$ cat src/hw/rtl/nacl_pkg.sv
// Shared types, constants and helpers of the ACL rule classifier.
package nacl_pkg;

	localparam int MAX_RULES = 32;
	localparam int IDX_W     = (MAX_RULES > 1) ? $clog2(MAX_RULES) : 1;
	localparam int CNT_W     = $clog2(MAX_RULES + 1);

	localparam logic [1:0] PROTO_ALL   = 2'd3;
	localparam logic [5:0] FULL_PREFIX = 6'd32;

	typedef enum logic [1:0] {
		CMD_ADD   = 2'd0,
		CMD_EVAL  = 2'd1,
		CMD_CLEAR = 2'd2
	} cmd_t;

	// One rule as held in a cell; addr and proto double as packet fields.
	typedef struct packed {
		logic [31:0] addr;
		logic [5:0]  pfx;
		logic [1:0]  proto;
		logic [15:0] plo;
		logic [15:0] phi;
		logic [14:0] rnum;
		logic        act;
	} rule_t;

	// Command travelling down the chain together with its partial result.
	typedef struct packed {
		cmd_t             cmd;
		logic             dir;
		logic [CNT_W-1:0] count;
		logic [15:0]      port;
		rule_t            rule;
		logic             status;
		logic             matched;
		logic             allowed;
		logic [14:0]      best;
	} flit_t;

	function automatic logic [31:0] prefix_mask(input logic [5:0] pfx);
		if (pfx >= FULL_PREFIX) begin
			return 32'hFFFF_FFFF;
		end
		return ~(32'hFFFF_FFFF >> pfx);
	endfunction

endpackage

$ cat src/hw/rtl/nacl_head.sv
// Admission stage: table fill counts, full check and launch into the chain.
module nacl_head
	import nacl_pkg::*;
(
	input  logic  clk,
	input  logic  arst_n,
	input  logic  advance,
	input  logic  take,
	input  flit_t req,
	output logic  vld_o,
	output flit_t flit_o
);

	logic [CNT_W-1:0] in_used_q;
	logic [CNT_W-1:0] out_used_q;
	logic             vld_q;
	flit_t            flit_q;
	logic [CNT_W-1:0] sel_used;
	logic             full;
	flit_t            nxt;

	always_comb begin
		sel_used = req.dir ? out_used_q : in_used_q;
		full     = (sel_used >= CNT_W'(MAX_RULES));
		nxt          = req;
		nxt.count    = sel_used;
		nxt.status   = (req.cmd == CMD_ADD) && full;
		nxt.matched  = 1'b0;
		nxt.allowed  = 1'b0;
		nxt.best     = '0;
		if (req.rule.pfx > FULL_PREFIX) begin
			nxt.rule.pfx = FULL_PREFIX;
		end
	end

	always_ff @(posedge clk or negedge arst_n) begin
		if (!arst_n) begin
			vld_q      <= 1'b0;
			in_used_q  <= '0;
			out_used_q <= '0;
		end else if (advance) begin
			vld_q <= take;
			if (take) begin
				unique case (req.cmd)
					CMD_ADD: begin
						if (!full) begin
							if (req.dir) begin
								out_used_q <= out_used_q + CNT_W'(1);
							end else begin
								in_used_q <= in_used_q + CNT_W'(1);
							end
						end
					end
					CMD_CLEAR: begin
						in_used_q  <= '0;
						out_used_q <= '0;
					end
					default: begin
					end
				endcase
			end
		end
	end

	always_ff @(posedge clk) begin
		if (advance) begin
			flit_q <= nxt;
		end
	end

	assign vld_o  = vld_q;
	assign flit_o = flit_q;

endmodule

$ cat config.mk
export PLATFORM = sky130hd
export DESIGN_NAME = nacl_head
export DESIGN_NICKNAME = d
export VERILOG_FILES = /design/src/hw/rtl/nacl_pkg.sv /design/src/hw/rtl/nacl_head.sv
export SDC_FILE = /design/constraint.sdc
export NUM_CORES = 1
export LEC_CHECK = 0
export ABC_AREA = 0
export BUFFER_PORTS_ARGS = -buffer_cell sky130_fd_sc_hd__clkbuf_2
export CORE_AREA = 2 2 110 112
export CTS_CLUSTER_SIZE = 25
export DETAILED_ROUTE_END_ITERATION = 12
export DIE_AREA = 0 0 112 114
export MAX_ROUTING_LAYER = met4
export PLACE_DENSITY_LB_ADDON = 0.25
export SYNTH_ARGS = -nofsm -noshare
export SYNTH_HDL_FRONTEND = slang
export SYNTH_SLANG_ARGS = --single-unit
export TNS_END_PERCENT = 20
$ cat constraint.sdc
create_clock -name clk -period 1.3 [get_ports clk]
set_input_delay 0.26 -clock clk [delete_from_list [all_inputs] [get_ports clk]]
set_output_delay 0.26 -clock clk [all_outputs]
set_load 0.05 [all_outputs]
==> flow_summary.json <==
{
  "r2r_start": "in_used_q[5]",
  "grt_use_total_pct": 16.3,
  "vias": 2924,
  "cts.clk_slew.worst_paths_ns": 0.05,
  "min_delay_path_depth": 1,
  "ant_nets": 0,
  "numPortBuffers": 225,
  "finalNonFillerCells": 644,
  "drv_slew": 0,
  "drc_errors": 0,
  "ir_worst_vdd_uv": 940,
  "hold_start": "req[81]",
  "yosysTopAreaCellShare_pct": 78.1,
  "htree_levels": 4,
  "hp-class": "in -> reg",
  "synth_warnings": 0,
  "drtIter0Drc": 168,
  "pin_count": 267,
  "cp-end-kind": "flip-flop",
  "fin_ws_ns": -0.0492,
  "r2r_cells": 3,
  "yosysUniqueCellTypes": 34,
  "status": "complete, but fails checks",
  "cts_root_buf": "clkbuf_16",
  "power_density_nw_per_um2": 1760,
  "cp-start-kind": "flip-flop",
  "design_area_sq_um": 6620,
  "initial_core_util_pct": 37.4,
  "dp.cells": 609,
  "r2r_slack_ns": -0.05,
  "cts_made_buffers": 17,
  "yosys.area.top_type": "edfxtp_1",
  "power_leakage_nw": 2.90,
  "synth.area.top_cells": "edfxtp_1, dfrtp_1, buf_4",
  "grt_pass1_vias": 2833,
  "period_needed_ns": 1.35,
  "path_class": "reg -> reg",
  "crit_arrival_ns": 1.67,
  "cts_num_sinks": 127,
  "rows": 40,
  "nets": 620,
  "grt_max_degree": 34,
  "synthesis.area_sq_um": 4380,
  "path_max_fanout": 2,
  "synth.avg_cell_area_sq_um": 20.2,
  "dpl_cell_area_sq_um": 5840,
  "hold_viol": 0,
  "viasPerCell": 4.54,
  "core_area_sq_um": 11700,
  "antenna_found_initial": 1,
  "rsz0062_at_grt": "true",
  "dieArea_sq_um": 12800,
  "clock_skew_ns": 0.00730,
  "cts_tree": "yes",
  "clockBufferDepth": 2,
  "die_w_um": 112,
  "syn2layout_area_growth_pct": 51.0,
  "place_congestion": 0.845,
  "synth.yosys.seq_area_share_pct": 85.5,
  "ys_seq_elements": 127,
  "wl_per_cell_um": 16.0,
  "grt-ovfl-total": 0,
  "r2r_end": "in_used_q[5]",
  "grt_pass1_wl_um": 14900,
  "setup_viol": 2,
  "drt_wl_total_um": 10300,
  "max_freq_mhz": 741,
  "dp_hpwl_um": 7830,
  "clkLatencyLatePin_ns": 0.41,
  "syn_inst": 217,
  "critPathRequiredTime_ns": 1.62,
  "die_h_um": 114,
  "drt_pass1_iterations": 4,
  "period_share_pct": 104,
  "drive_gt1_share_pct": 58.9,
  "max-cap-violations": 0,
  "violations": "negative setup slack",
  "holdPathEnd": "flit_o[81]"
}
-- kinds of logic after synthesis --
logic type               Yosys count  share of synthesized area (%)
adder cells (fa/ha/maj)            2                          0.571
other                              1                         0.0855
flip-flops                       127                           85.5
AO/OA/AOI/OAI                     23                           3.80
multiplexers                       9                           2.25
AND/OR/NAND/NOR                   31                           4.11
buffers and inverters             24                           3.68
-- where the power goes --
group          internal [mW]  total (mW)  switching [mW]
Clock                   3.20        4.82            1.62
Sequential              4.81        4.92           0.106
Combinational          0.497        1.94            1.45
Total                   8.51        11.7            3.17
-- repair_timing --
action / 4_1_cts / 5_1_grt
pin swaps: 0 / 1
hold buffers: 1 / 0
endpoints found under the hold margin: 13 / 0
endpoints found under the setup margin: 48 / 70
setup buffers: 1 / 1
resized for setup: 50 / 65
-- synth_stat cells --
cell type / n
nor3b_1: 2
nand4_1: 2
nor2b_1: 7
o21a_1: 1
buf_4: 17
a22o_1: 1
o2bb2ai_1: 1
nand2_1: 4
o221ai_1: 3
edfxtp_1: 114
conb_1: 1
nor2_1: 3
o21ba_1: 1
a32o_1: 1
nand3_1: 6
or3_1: 1
or4_4: 1
a211oi_1: 1
buf_6: 1
inv_1: 3
o211ai_1: 2
mux2_2: 7
clkbuf_1: 3
and3_1: 1
mux2i_1: 2
a31o_2: 1
nand2b_1: 2
dfrtp_1: 13
o31ai_1: 2
nand3b_1: 1
ha_1: 2
o2111ai_1: 1
and3b_1: 1
o21ai_0: 8
-- routing by layer --
metal / vias up / GRT usage (%) / part of all wire (%)
met3: 18 / 5.79 / 7.9
met2: 144 / 26.3 / 52
met1: 1413 / 18.2 / 39
met4: 0 / 7.56 / 1.8
met5: - / - / 0
li1: 1349 / - / -
-- placed cells by master (no fill, tap or decap), types with 3 or more instances in the layout --
cell       synthesis  layout
buf_12             0       3
clkbuf_1           3       4
inv_1              3       3
dfrtp_1           13      13
edfxtp_1         114     114
conb_1             1      17
clkbuf_2           0     127
nand3_1            6       5
clkbuf_4           0      36
o221ai_1           3       3
clkbuf_16          0      17
bufinv_16          0       4
nor2b_1            7       6
buf_4             17      33
buf_2              0      51
o21ai_0            8       8
nand2_1            4       4
mux2_2             7       6
-- worst max-delay path: stages (launching register included) --
cell     delay [ns]
dfrtp_1        0.39
o21ba_4        0.20
or4_4          0.50
o31ai_4        0.18
-- layout make-up --
type                    count  area, sq um
diodes                      1         2.50
clock buffers              21          440
clock inverters            11          164
fillers                   988         5090
inverters                   3         11.3
multi-input cells          82          576
flip-flops and latches    127         3750
well taps                 147          184
repair buffers            252         1490
-- sequential cells by signal, summed over array words and instances (netlist names) --
signal,flops
vld_o,1
in_used_q,6
out_used_q,6
flit_o,114
-- how the worst max path moves through the flow --
stage | from | to | slack (ns) | depth (start not counted)
floorplan | in_used_q[5] | in_used_q[5] | -0.04 | 3
global placement | req[128] | in_used_q[5] | -0.08 | 4
detailed placement | req[128] | in_used_q[5] | -0.12 | 4
CTS | in_used_q[5] | in_used_q[5] | -0.05 | 3
global route | in_used_q[5] | in_used_q[5] | -0.08 | 3
finish | in_used_q[5] | in_used_q[5] | -0.05 | 3
-- per-stage QoR --
step / power, mW / setup TNS [ns] / hold WS, ns / util, % / setup slack, ns
after floorplan: 6.29 / -0.0423 / -0.0356 / - / -0.0423
after detailed placement: 6.88 / -0.516 / 0.188 / 49.9 / -0.121
after CTS: 11.8 / -0.0974 / 0.00366 / 56.3 / -0.0529
after global routing: 12.1 / -0.155 / 0.00406 / 56.5 / -0.0798
after global placement: 6.86 / -0.421 / 0.188 / 49.9 / -0.0841
final: 11.7 / -0.0719 / 0.0284 / 56.5 / -0.0492
Power figures use the tool's default switching activity.
