==> src/hw/rtl/nacl_pkg.sv <==
// Shared types, constants and helpers of the ACL rule classifier.
package nacl_pkg;

	localparam int MAX_RULES = 32;
	localparam int IDX_W     = (MAX_RULES > 1) ? $clog2(MAX_RULES) : 1;
	localparam int CNT_W     = $clog2(MAX_RULES + 1);

	localparam logic [1:0] PROTO_ALL   = 2'd3;
	localparam logic [5:0] FULL_PREFIX = 6'd32;

	typedef enum logic [1:0] {
		CMD_ADD   = 2'd0,
		CMD_EVAL  = 2'd1,
		CMD_CLEAR = 2'd2
	} cmd_t;

	// One rule as held in a cell; addr and proto double as packet fields.
	typedef struct packed {
		logic [31:0] addr;
		logic [5:0]  pfx;
		logic [1:0]  proto;
		logic [15:0] plo;
		logic [15:0] phi;
		logic [14:0] rnum;
		logic        act;
	} rule_t;

	// Command travelling down the chain together with its partial result.
	typedef struct packed {
		cmd_t             cmd;
		logic             dir;
		logic [CNT_W-1:0] count;
		logic [15:0]      port;
		rule_t            rule;
		logic             status;
		logic             matched;
		logic             allowed;
		logic [14:0]      best;
	} flit_t;

	function automatic logic [31:0] prefix_mask(input logic [5:0] pfx);
		if (pfx >= FULL_PREFIX) begin
			return 32'hFFFF_FFFF;
		end
		return ~(32'hFFFF_FFFF >> pfx);
	endfunction

endpackage

==> src/hw/rtl/nacl_cell.sv <==
// One chain cell: holds inbound and outbound rule of its slot, matches a passing packet.
module nacl_cell
	import nacl_pkg::*;
(
	input  logic             clk,
	input  logic             arst_n,
	input  logic             advance,
	input  logic [IDX_W-1:0] cell_index,
	input  logic             vld_i,
	input  flit_t            flit_i,
	output logic             vld_o,
	output flit_t            flit_o
);

	rule_t            in_rule_q;
	rule_t            out_rule_q;
	logic             vld_q;
	flit_t            flit_q;
	rule_t            r;
	logic [CNT_W-1:0] slot;
	logic [31:0]      mask;
	logic             proto_ok;
	logic             port_ok;
	logic             addr_ok;
	logic             better;
	logic             hit;
	logic             wr;
	flit_t            nxt;

	always_comb begin
		r        = flit_i.dir ? out_rule_q : in_rule_q;
		slot     = CNT_W'(cell_index);
		mask     = prefix_mask(r.pfx);
		proto_ok = (r.proto == PROTO_ALL) || (r.proto == flit_i.rule.proto);
		port_ok  = (r.plo == 16'd0) || ((flit_i.port >= r.plo) && (flit_i.port <= r.phi));
		addr_ok  = ((flit_i.rule.addr & mask) == (r.addr & mask));
		better   = !flit_i.matched || (r.rnum < flit_i.best);
		hit      = vld_i && (flit_i.cmd == CMD_EVAL) && (slot < flit_i.count)
			&& better && proto_ok && port_ok && addr_ok;
		wr       = advance && vld_i && (flit_i.cmd == CMD_ADD) && !flit_i.status
			&& (slot == flit_i.count);
		nxt = flit_i;
		if (hit) begin
			nxt.matched = 1'b1;
			nxt.best    = r.rnum;
			nxt.allowed = r.act;
		end
	end

	always_ff @(posedge clk or negedge arst_n) begin
		if (!arst_n) begin
			vld_q <= 1'b0;
		end else if (advance) begin
			vld_q <= vld_i;
		end
	end

	always_ff @(posedge clk) begin
		if (advance) begin
			flit_q <= nxt;
		end
		if (wr && flit_i.dir) begin
			out_rule_q <= flit_i.rule;
		end
		if (wr && !flit_i.dir) begin
			in_rule_q <= flit_i.rule;
		end
	end

	assign vld_o  = vld_q;
	assign flit_o = flit_q;

endmodule

==> config.mk <==
export PLATFORM = sky130hd
export DESIGN_NAME = nacl_cell
export DESIGN_NICKNAME = d
export VERILOG_FILES = /design/src/hw/rtl/nacl_pkg.sv /design/src/hw/rtl/nacl_cell.sv
export SDC_FILE = /design/constraint.sdc
export NUM_CORES = 1
export LEC_CHECK = 0
export BUFFER_PORTS_ARGS = -buffer_cell sky130_fd_sc_hd__buf_2
export CAP_MARGIN = 20
export CORE_UTILIZATION = 49
export DETAILED_ROUTE_END_ITERATION = 7
export GPL_TIMING_DRIVEN = 0
export PLACE_DENSITY = 0.76
export SLEW_MARGIN = 20
export SYNTH_ARGS = -nofsm -noshare
export SYNTH_HDL_FRONTEND = slang
export SYNTH_SLANG_ARGS = --single-unit
==> constraint.sdc <==
create_clock -name clk -period 2.8 [get_ports clk]
set_input_delay 0.14 -clock clk [delete_from_list [all_inputs] [get_ports clk]]
set_output_delay 0.14 -clock clk [all_outputs]
set_load 0.02 [all_outputs]
==> flow_summary_export.csv <==
group,metric,value,unit
critical_path,crit_chain,"mux2i_4 > ha_4 > a21oi_2 > o21ai_1 > a221oi_2 > a221o_1 > nand4_1 > a2111oi_4 > buf_4 > buf_12 > mux2_4",
clocking,cts.path.max_buffers,3,
yosys,synth_largest_area_cell,"edfxtp_1",
timing,tns,-3.58,ns
finish,final_cells,1545,
critical_path,critPathBufInv,2,
routing,drtIter0Drc,603,
place,hpwl,19.8,mm
timing,tightest_slew,0.612,ns
clocking,clkTransAtPathRegs,0.06,ns
grt,grt.overflow.total,0,
critical_path,crit_path_max_fanout,7,
routing,wl,30.9,mm
clocking,tritoncts,"yes",
yosys,yosys_warnings,0,
power_and_ir_drop,p_seq_frac,0.516,
timing,fmax,0.329,GHz
yosys,syn_area_per_cell,17.4,µm²
grt,grt_antenna_before_repair,2,
place,placed_cells,1328,
power_and_ir_drop,p_clk_frac,0.374,
run_status,failed_checks,"negative setup slack",
power_and_ir_drop,powerDensity,592,nW/µm²
critical_path,cp-start-kind,"flip-flop",
clocking,htreeDepth,1,
finish,drive_gt1_frac,0.354,
die,dieArea,26200,µm²
critical_path,critPathMaxStageDelay,0.42,ns
die,die_w,162,µm
yosys,ys_seq_area_frac,0.737,
place,gp_routability_congestion,0.835,
timing,hold_viol_final,0,
timing,rsz0062_at_grt,"true",
grt,grt_pass1_wl,46.4,mm
die,io_pins,272,
finish,fin_area,17300,µm²
clocking,cts-root-buf,"clkbuf_16",
routing,vias,8187,
timing,finalClockSkew,0.0131,ns
timing,hold_slack,0.0561,ns
critical_path,slowest_stage,"edfxtp_1",
yosys,syn_area,12500,µm²
critical_path,cp-end-kind,"flip-flop",
timing,period_minus_slack,3.04,ns
power_and_ir_drop,switching_share,0.225,
routing,antenna_left,0,
timing,fin_ws,-0.238,ns
die,fp.coreArea,25200,µm²
yosys,ys_seq_elements,308,
finish,area_growth,38.0,%
yosys,synth-main-ff-cell,"edfxtp_1",
power_and_ir_drop,ir_drop,0.000525,V
grt,grt_pass1_vias,8442,
power_and_ir_drop,power_frac_comb,0.111,
power_and_ir_drop,p_switching,2310,µW
routing,drc_errors,0,
power_and_ir_drop,intPower,7940,µW
yosys,syn-num-nets,914,
clocking,cts_inserted_buffers,31,
die,start_util,0.498,
yosys,synthCells,723,
critical_path,crit_type,"reg2reg",
routing,avgRoutedWirePerCell,20.0,µm
clocking,clk_latency,0.55,ns
yosys,synth_cell_types,47,
timing,slew_violations,0,
place,preCtsSetupSlack,-1.75,ns
yosys,async_reset_ff_frac,0.00325,
grt,grt_usage,0.234,
finish,finalNetCount,1383,
finish,nFillCells,1650,
power_and_ir_drop,p_leak,0.00678,µW
critical_path,worstPathRequired,3.09,ns
clocking,cts.sinks,308,
critical_path,crit_family,"compound AO/OA/AOI/OAI gates",
die,die_y,162,µm
yosys,synth-edff-count,307,
place,numPortBuffers,271,
yosys,yosys.area.top_type_share,0.735,
run_status,status,"finished with violations",
worst_hold_path,hp-class,"in2reg",
yosys,netlist_top_cells_area,"edfxtp_1 (73%), mux2i_1 (5.3%), ha_1 (5.1%), mux2_2 (2.5%), xnor2_1 (2.0%)",
die,rows,58,
run,drv_cap,0,
routing,viasPerCell,5.30,
grt,grt_max_degree,79,
timing,setup-violations-final,17,
critical_path,crit_arrival,3.33,ns
timing,slew_headroom,0.592,
routing,first_pass_iters,5,
place,place_area,14500,µm²
timing,period_share,1.08,
==> cell usage after synthesis, types with 6 or more instances <==
master,instances
mux2_4,8
ha_1,51
nand2_1,23
edfxtp_1,307
nand3_1,9
nor2_1,19
inv_1,24
mux2_2,28
nor4_1,9
nand4_1,11
xor2_1,6
xnor2_1,28
a21o_1,11
mux2i_1,66
o21ai_0,22
a21oi_1,32
nor3_1,14
==> cell usage in the layout (no fill, tap or decap), types with 5 or more instances in the layout <==
cell / Yosys / final
edfxtp_1: 307 / 307
a21oi_2: 0 / 7
buf_2: 2 / 270
mux2_2: 28 / 18
nand3_1: 9 / 9
ha_1: 51 / 47
nand2_1: 23 / 23
xnor2_1: 28 / 28
buf_12: 0 / 7
mux2_4: 8 / 18
o21ai_0: 22 / 19
a21o_1: 11 / 11
dlygate4sd3_1: 0 / 134
clkbuf_1: 4 / 7
buf_6: 4 / 5
a21oi_1: 32 / 25
buf_4: 3 / 26
inv_1: 24 / 24
nor4_1: 9 / 6
mux2i_1: 66 / 59
xor2_1: 6 / 6
nor3_1: 14 / 11
clkbuf_16: 0 / 33
nand4_1: 11 / 11
clkinv_1: 0 / 9
nor2_1: 19 / 18
==> power by group through the flow <==
| stage | Sequential, µW | Clock (µW) | Combinational (µW) |
|---|---|---|---|
| 2_1_floorplan | 5590 | 0 | 271 |
| 3_3_place_gp | 5380 | 0 | 894 |
| 3_5_place_dp | 5380 | 0 | 920 |
| 4_1_cts | 5280 | 3890 | 1110 |
| 5_1_grt | 5300 | 4080 | 1210 |
| 6_report | 5290 | 3830 | 1140 |
==> metal layers <==
metal  share of wire  GRT usage  up-vias
li1                -          -     3782
met1            0.40      0.291     4015
met2            0.51      0.417      324
met3           0.060     0.0375       66
met4           0.026     0.0733        0
met5               0          0        -
==> state kept, by name, indices dropped and copies added, names as in the netlist <==
register / count
flit_o: 131
vld_o: 1
in_rule_q: 88
out_rule_q: 88
==> final cells by class <==
cell class / instances / area [µm²] / area share
Inverter: 24 / 90.1 / 0.00520
Tap cell: 330 / 413 / 0.0238
Buffer: 13 / 204 / 0.0118
Clock inverter: 16 / 128 / 0.00737
Timing Repair Buffer: 437 / 3050 / 0.176
Clock buffer: 38 / 802 / 0.0463
Antenna cell: 2 / 5.00 / 0.000289
Multi-Input combinational cell: 377 / 3380 / 0.195
Sequential cell: 308 / 9240 / 0.534
==> cell families (layout without fill, tap and decap cells) <==
logic type | count (synthesis) | in the layout | share of synthesized area
buffers and inverters | 38 | 528 | 0.0149
AND/OR/NAND/NOR | 96 | 96 | 0.0380
flip-flops | 308 | 308 | 0.737
XOR/XNOR | 34 | 34 | 0.0237
multiplexers | 102 | 102 | 0.0874
adder cells (fa/ha/maj) | 51 | 51 | 0.0509
AO/OA/AOI/OAI | 94 | 94 | 0.0484
other | 0 | 2 | 0
==> path summary, 6_finish.rpt <==
path | start | endpoint | slack, ns | cells past startpoint
hold reg to reg | vld_o | vld_o | 0.57 | 1
setup / recovery | out_rule_q[23] | flit_o[3] | -0.24 | 11
max in group asynchronous | arst_n | vld_o | 2.22 | 3
min in group asynchronous | arst_n | vld_o | 0.47 | 3
setup reg to reg | out_rule_q[23] | flit_o[3] | -0.24 | 11
hold / removal | advance | flit_o[86] | 0.06 | 1
==> through the flow <==
step	util	total power, µW
after CTS	0.684	10300
after global placement	0.573	6270
final	0.688	10300
after floorplan	-	5860
after detailed placement	0.577	6300
after global routing	0.688	10600
==> worst reg2reg max path, stage by stage (launching register included) <==
cell and delay (ns):
edfxtp_1 0.42, mux2i_4 0.25, ha_4 0.26, a21oi_2 0.14, o21ai_1 0.10, a221oi_2 0.30, a221o_1 0.24, nand4_1 0.14
a2111oi_4 0.28, buf_4 0.20, buf_12 0.14, mux2_4 0.31
==> timing repair <==
| item | CTS | global route |
|---|---|---|
| gates cloned | 2 | 0 |
| endpoints found under the setup margin | 17 | 17 |
| buffers inserted | 22 | 5 |
| gates resized for setup | 53 | 11 |
| endpoints found under the hold margin | 309 | 0 |
| pin swaps | 19 | 12 |
| hold buffers | 134 | 0 |
No activity file was read; power rests on OpenSTA's default activity.
